===== config.mk =====
export PLATFORM = sky130hd
export DESIGN_NAME = mobius_function_trial_division
export DESIGN_NICKNAME = d
export VERILOG_FILES = /design/src/mft_pkg.sv /design/src/mft_div.sv /design/src/mobius_function_trial_division.sv
export SDC_FILE = /design/constraint.sdc
export NUM_CORES = 1
export LEC_CHECK = 0
export ABC_CLOCK_PERIOD_IN_PS = 2700
export BUFFER_PORTS_ARGS = -buffer_cell sky130_fd_sc_hd__buf_4
export CORE_ASPECT_RATIO = 0.75
export CORE_MARGIN = 5
export CORE_UTILIZATION = 60
export DETAILED_ROUTE_END_ITERATION = 7
export PLACE_DENSITY = 0.78
export RECOVER_POWER = 25
export SLEW_MARGIN = 25
export SYNTH_ARGS = -nofsm -noshare
export SYNTH_HDL_FRONTEND = slang
export SYNTH_HIERARCHICAL = 1
export SYNTH_SLANG_ARGS = --single-unit
export TNS_END_PERCENT = 1

===== constraint.sdc =====
create_clock -name clk_i -period 2.7 [get_ports clk_i]
set_input_delay 0.54 -clock clk_i [delete_from_list [all_inputs] [get_ports clk_i]]
set_output_delay 0.54 -clock clk_i [all_outputs]
set_load 0.03 [all_outputs]

===== src/mft_pkg.sv =====
// Package for the Mobius function unit: result codes and small-value table.
// No dependencies; imported by mft_div and mobius_function_trial_division.
package mft_pkg;

  // Two's complement codes of mu
  localparam logic [1:0] MU_ZERO = 2'b00;
  localparam logic [1:0] MU_POS  = 2'b01;
  localparam logic [1:0] MU_NEG  = 2'b11;

  // Largest value answered by lookup
  localparam int unsigned TableLimit = 15;

  // mu(n) for n = 0..15
  function automatic logic [1:0] mu_lookup(input logic [3:0] n);
    logic [1:0] m;
    case (n)
      4'd1, 4'd6, 4'd10, 4'd14, 4'd15:                m = MU_POS;
      4'd2, 4'd3, 4'd5, 4'd7, 4'd11, 4'd13:           m = MU_NEG;
      default:                                        m = MU_ZERO;
    endcase
    return m;
  endfunction

endpackage


===== src/mft_div.sv =====
// Bit-serial restoring divider: one quotient bit per cycle.
// Depends on nothing but mft_pkg (imported for house consistency).
module mft_div
  import mft_pkg::*;
#(
  parameter int unsigned NUM_BITS = 31,
  parameter int unsigned DEN_BITS = 16
) (
  input  logic                clk_i,
  input  logic                rst_ni,
  input  logic                go_i,
  input  logic [NUM_BITS-1:0] num_i,
  input  logic [DEN_BITS-1:0] den_i,
  output logic                done_o,
  output logic [NUM_BITS-1:0] quo_o,
  output logic [DEN_BITS-1:0] rem_o
);

  localparam int unsigned CntBits = $clog2(NUM_BITS + 1);

  logic [NUM_BITS-1:0] quo_q, quo_d;
  logic [DEN_BITS-1:0] rem_q, rem_d;
  logic [DEN_BITS-1:0] den_q;
  logic [CntBits-1:0]  cnt_q, cnt_d;
  logic                done_q, done_d;
  logic [DEN_BITS:0]   trial;
  logic [DEN_BITS:0]   diff;
  logic                fits;

  // One restoring step: bring in next dividend bit, try subtract
  assign trial = {rem_q, quo_q[NUM_BITS-1]};
  assign diff  = trial - {1'b0, den_q};
  assign fits  = (trial >= {1'b0, den_q});

  always_comb begin
    quo_d  = quo_q;
    rem_d  = rem_q;
    cnt_d  = cnt_q;
    done_d = 1'b0;
    if (go_i) begin
      quo_d = num_i;
      rem_d = '0;
      cnt_d = CntBits'(NUM_BITS);
    end else if (cnt_q != '0) begin
      quo_d  = {quo_q[NUM_BITS-2:0], fits};
      rem_d  = fits ? diff[DEN_BITS-1:0] : trial[DEN_BITS-1:0];
      cnt_d  = cnt_q - 1'b1;
      done_d = (cnt_q == CntBits'(1));
    end
  end

  // Control state
  always_ff @(posedge clk_i or negedge rst_ni) begin
    if (!rst_ni) begin
      cnt_q  <= '0;
      done_q <= 1'b0;
    end else begin
      cnt_q  <= cnt_d;
      done_q <= done_d;
    end
  end

  // Datapath shift registers
  always_ff @(posedge clk_i) begin
    quo_q <= quo_d;
    rem_q <= rem_d;
    if (go_i) begin
      den_q <= den_i;
    end
  end

  assign done_o = done_q;
  assign quo_o  = quo_q;
  assign rem_o  = rem_q;

endmodule


===== src/mobius_function_trial_division.sv =====
// Mobius function unit: table for 1..15, trial division for the rest.
// Depends on mft_pkg and mft_div.
//
// Raise start with value_i while busy is low; the item is taken at that edge.
// Values 1 to 15 answer from a table: mu_o is shown with mu_valid_o for one
// cycle on the next cycle and busy stays low. Any other value runs trial
// division with divisors 2, 3, 4, ... through one bit-serial divider; each
// divisor costs one division, or two when it divides the cofactor. Busy is
// high for the whole run. The result strobe lasts one cycle and cannot be
// held off, so capture it when it comes.
module mobius_function_trial_division
  import mft_pkg::*;
#(
  parameter int unsigned VALUE_BITS = 31
) (
  input  logic                  clk_i,
  input  logic                  rst_ni,
  input  logic                  start,
  output logic                  busy,
  input  logic [VALUE_BITS-1:0] value_i,
  output logic                  mu_valid_o,
  output logic signed [1:0]     mu_o
);

  localparam int unsigned DivBits = VALUE_BITS / 2 + 1;

  typedef enum logic [1:0] {
    S_IDLE,
    S_DIV1,
    S_DIV2
  } state_e;

  state_e                state_q;
  logic [VALUE_BITS-1:0] cof_q;
  logic [DivBits-1:0]    dvs_q;
  logic                  par_q;
  logic                  go_q;
  logic [VALUE_BITS-1:0] num_q;
  logic [1:0]            mu_q;
  logic                  valid_q;

  logic                  div_done;
  logic [VALUE_BITS-1:0] div_quo;
  logic [DivBits-1:0]    div_rem;
  logic                  accept;
  logic                  in_table;
  logic                  dvs_le_quo;
  logic                  rem_zero;
  logic [DivBits-1:0]    dvs_next;

  assign accept     = start && !busy;
  assign in_table   = (value_i >= VALUE_BITS'(1)) && (value_i <= VALUE_BITS'(TableLimit));
  assign dvs_le_quo = ({{(VALUE_BITS - DivBits){1'b0}}, dvs_q} <= div_quo);
  assign rem_zero   = (div_rem == '0);
  assign dvs_next   = dvs_q + DivBits'(1);
  assign busy       = (state_q != S_IDLE);

  mft_div #(
    .NUM_BITS(VALUE_BITS),
    .DEN_BITS(DivBits)
  ) u_div (
    .clk_i  (clk_i),
    .rst_ni (rst_ni),
    .go_i   (go_q),
    .num_i  (num_q),
    .den_i  (dvs_q),
    .done_o (div_done),
    .quo_o  (div_quo),
    .rem_o  (div_rem)
  );

  // Sequencer: launches divisions and decides mu
  always_ff @(posedge clk_i or negedge rst_ni) begin
    if (!rst_ni) begin
      state_q <= S_IDLE;
      cof_q   <= '0;
      dvs_q   <= DivBits'(2);
      par_q   <= 1'b0;
      go_q    <= 1'b0;
      num_q   <= '0;
      mu_q    <= MU_ZERO;
      valid_q <= 1'b0;
    end else begin
      go_q    <= 1'b0;
      valid_q <= 1'b0;
      unique case (state_q)
        S_IDLE: begin
          if (accept) begin
            if (in_table) begin
              mu_q    <= mu_lookup(value_i[3:0]);
              valid_q <= 1'b1;
            end else begin
              cof_q   <= value_i;
              dvs_q   <= DivBits'(2);
              par_q   <= 1'b0;
              num_q   <= value_i;
              go_q    <= 1'b1;
              state_q <= S_DIV1;
            end
          end
        end
        S_DIV1: begin
          if (div_done) begin
            if (!dvs_le_quo) begin
              // divisor past the square root: leftover above one is a prime
              mu_q    <= (par_q ^ (cof_q > VALUE_BITS'(1))) ? MU_NEG : MU_POS;
              valid_q <= 1'b1;
              state_q <= S_IDLE;
            end else if (rem_zero) begin
              // divides once: remove it, then test for a second time
              par_q   <= ~par_q;
              cof_q   <= div_quo;
              num_q   <= div_quo;
              go_q    <= 1'b1;
              state_q <= S_DIV2;
            end else begin
              dvs_q <= dvs_next;
              go_q  <= 1'b1;
            end
          end
        end
        S_DIV2: begin
          if (div_done) begin
            if (rem_zero) begin
              mu_q    <= MU_ZERO;
              valid_q <= 1'b1;
              state_q <= S_IDLE;
            end else begin
              dvs_q   <= dvs_next;
              num_q   <= cof_q;
              go_q    <= 1'b1;
              state_q <= S_DIV1;
            end
          end
        end
        default: state_q <= S_IDLE;
      endcase
    end
  end

  assign mu_valid_o = valid_q;
  assign mu_o       = mu_q;

`ifndef SYNTHESIS
  // The unused code 2'b10 never leaves the block with a valid result
  assert property (@(posedge clk_i) disable iff (!rst_ni)
    mu_valid_o |-> (mu_o != 2'b10))
    else $error("mu carries an invalid code");

  // Table values answer next cycle without going busy
  assert property (@(posedge clk_i) disable iff (!rst_ni)
    (accept && in_table) |=> (mu_valid_o && !busy))
    else $error("table value not answered next cycle");

  // Other values start a factoring run
  assert property (@(posedge clk_i) disable iff (!rst_ni)
    (accept && !in_table) |=> (busy && go_q))
    else $error("factoring run not started");

  // Divider only launched while a run is active
  assert property (@(posedge clk_i) disable iff (!rst_ni)
    go_q |-> busy)
    else $error("divider launched while idle");
`endif

endmodule


==> out/results.txt <==
Final ANT Viol Nets: 0
synthesized netlist cell count: 906
data arrival time of the critical path: 3.20 ns
routed vias/inst: 6.434
Detailed Place HPWL: 16.72 mm
number of setup violations in the final report: 11
layout net count: 1085
drt pass-1 iters: 6
DRC viols: 0
area leader, netlist: dfrtp_1
gr usage total: 29.47%
Final Skew: 0.01683 ns
dpl ws: -0.2321 ns
clock root cell: clkbuf_16
Yosys cell types: 69
final critical-path required period: 2.841 ns
top post-synthesis cells by count: 120 x nand2_1, 90 x dfrtp_1, 73 x nor2_1, 68 x mux2_2, 61 x a22oi_1
GRT overflow: 0
CTS tree: built
violated checks: negative setup slack
Max VDD drop: 0.7383 mV
WL final: 25.69 mm
diode count: 0
Pint: 9.188 mW
first-pass GRT wire length: 39.72 mm
status: finished with violations
FF+latch count, synth: 154
FP Rows: 38
Final Hold Vio Count: 0
syn_area_per_cell: 9.709 sq um
WL/cell: 21.00 um
clock latency on the worst-skew pair: 0.44 ns
crit-path max FO: 6
top-count cell post-synth: nand2_1
Core Area: 0.01441 sq mm
combinational power share: 54.9%
synth warn: 6
initial antenna violation count: 0
critical path class: register to register
largest net degree at the start of global routing: 64
fraction of registers with async set/reset: 59.09%
FMAX: 0.3520 GHz
I/O Pins: 38
post-synthesis sequential area ratio: 45.59%
DR iter-0 viols: 929
Area Growth Syn to Fin: 22.96%
max cap viols: 0
Post-Syn Nets: 981
worst slew pin tran: 1.292 ns
RSZ-0062 raised after global routing: yes
Critical Path RT: 3.06 ns
Starting Density: 61.06%
Seq pwr share: 28.8%
chip width: 149.8 um
total power: 15.83 mW
final worst slack: -0.1406 ns
Slew Limit Fails: 0
Power Density: 1463 mW/mm^2
Leak Pwr: 4.735 nW
routability cong.: 0.9460
Inserted Clock Buffers: 17
DIE HEIGHT: 114.9 um
IO buf count: 37
die area: 0.01721 sq mm
Clock Power Share: 16.3%
Primary FF master, synth: dfrtp_1
CTS clock-pin slew for the worst setup and hold paths: 0.07 ns
Synth area leaders: dfrtp_1 26%, edfxtp_1 16%, mux2_2 8.7%
CP Capture Type: register
post-synth top area share: 25.60%
Mapped Area: 0.008796 sq mm
Post-synth EDFFs: 47
crit start category: register
CTS H-tree depth: 4
fin crit share: 105.2%
Sw Pwr: 6.638 mW
layout cells sized above 1: 26.49%
Hold Crit Class: primary input to register
Sink Count: 154
Switching Fraction: 41.94%
clock buffer depth: 2
vias in the first global route: 7267
routed vias: 7869
Slew HR: 13.86%
## critical path, stage by stage, from the launching register on
cell      delay, ns
edfxtp_1       0.39
inv_1          0.09
ha_4           0.27
nand4_1        0.15
buf_4          0.19
nor4_4         0.24
mux2_4         0.23
a41oi_4        0.05
a211o_4        0.42
buf_12         0.15
or4b_4         0.51
nand3_2        0.07
## sequential cells by signal, summed over array words and instances, names as in the netlist
register and count:
cof_q 31, dvs_q 16, go_q 1, mu_o 2, mu_valid_o 1, num_q 31
par_q 1, state_q 2, u_div/cnt_q 5, u_div/den_q 16, u_div/done_o 1, u_div/quo_o 31
u_div/rem_o 16
## timing repair
action                                  CTS  global route
endpoints found under the setup margin   43            61
setup buffers                             2             6
pin swaps                                 4            15
gates cloned                              0             3
gates resized for setup                   6            29
hold buffers                              0             0
## power groups by stage
stage | Clock [mW] | Combinational (mW) | Sequential (mW)
2_1_floorplan | 0 | 5.22 | 4.40
5_1_grt | 2.69 | 9.41 | 4.66
3_3_place_gp | 0 | 7.56 | 4.46
6_report | 2.58 | 8.68 | 4.56
4_1_cts | 2.59 | 7.96 | 4.49
3_5_place_dp | 0 | 7.78 | 4.50
## layer usage
metal	wire [um]	global-route usage [%]	vias up
li1	-	-	3575
met1	11000	44.45	3780
met2	11270	42.02	469
met3	2958	7.407	43
met4	426	8.714	2
met5	28	1.111	-
## logic make-up (layout without fill, tap and decap cells)
logic type | count (synthesis) | count (layout) | share of synthesized area (%)
flops | 154 | 154 | 45.59
simple gates | 316 | 316 | 17.14
buf+inv | 100 | 217 | 4.580
compound gates | 216 | 216 | 16.97
fa+ha+maj | 41 | 41 | 5.918
xor+xnor | 11 | 11 | 1.095
mux | 68 | 68 | 8.705
## stage by stage
stage	cell area, sq um	utilization, %	cells	setup TNS, ns	hold WS (ns)
6_report	10820	75.07	1223	-0.7215	0.3178
5_1_grt	10820	75.07	1223	-4.174	0.3216
4_1_cts	10570	73.39	1214	-0.04668	0.004003
3_5_place_dp	9898	68.71	1180	-1.717	0.4639
3_3_place_gp	9898	68.71	1180	-1.267	0.4646
2_1_floorplan	8796	-	906	0	0.2444
## final timing paths
check	slack (ns)	cells past startpoint	end	startpoint
worst max-delay path	-0.14	11	dvs_q[13]$_DFFE_PN0P_	u_div/quo_o[8]$_DFFE_PP_
worst min-delay path	0.32	3	cof_q[23]$_DFFE_PN0P_	value_i[23]
worst max register to register	-0.14	11	dvs_q[13]$_DFFE_PN0P_	u_div/quo_o[8]$_DFFE_PP_
worst min register to register	0.51	1	num_q[25]$_DFFE_PN0P_	num_q[25]$_DFFE_PN0P_
max in group asynchronous	0.47	2	dvs_q[10]$_DFFE_PN0P_	rst_ni
min in group asynchronous	0.37	1	u_div/cnt_q[3]$_DFFE_PN0P_	rst_ni
## placed cells by master, fill, tap and decap left out, types with 4 or more instances in the layout
| master | count |
|---|---|
| inv_1 | 46 |
| ha_1 | 35 |
| nor4_1 | 24 |
| o21ai_0 | 14 |
| inv_6 | 6 |
| nand4_1 | 14 |
| dfxtp_1 | 16 |
| nand3_1 | 22 |
| a211oi_1 | 4 |
| nand3_2 | 6 |
| o211ai_1 | 11 |
| edfxtp_1 | 47 |
| nand2b_1 | 6 |
| nand2_1 | 120 |
| o22ai_1 | 4 |
| a21o_1 | 8 |
| nor3_1 | 8 |
| xnor2_1 | 8 |
| nor2_1 | 71 |
| a22oi_1 | 61 |
| a311oi_1 | 9 |
| mux2_2 | 67 |
| and3_1 | 7 |
| buf_12 | 8 |
| a21oi_1 | 56 |
| clkbuf_16 | 20 |
| nand3b_1 | 8 |
| dfrtp_1 | 89 |
| buf_4 | 122 |
| o21a_1 | 5 |
## area by class of cell
cell class | instances | area (sq um)
fill | 957 | 3591
sequential | 154 | 4011
clock inverter | 15 | 200.2
multi-input combinational | 652 | 4566
inverter | 47 | 176.4
tap | 200 | 250.2
timing repair buffer | 138 | 1186
clock buffer | 17 | 425.4
Power figures use the tool's default switching activity.
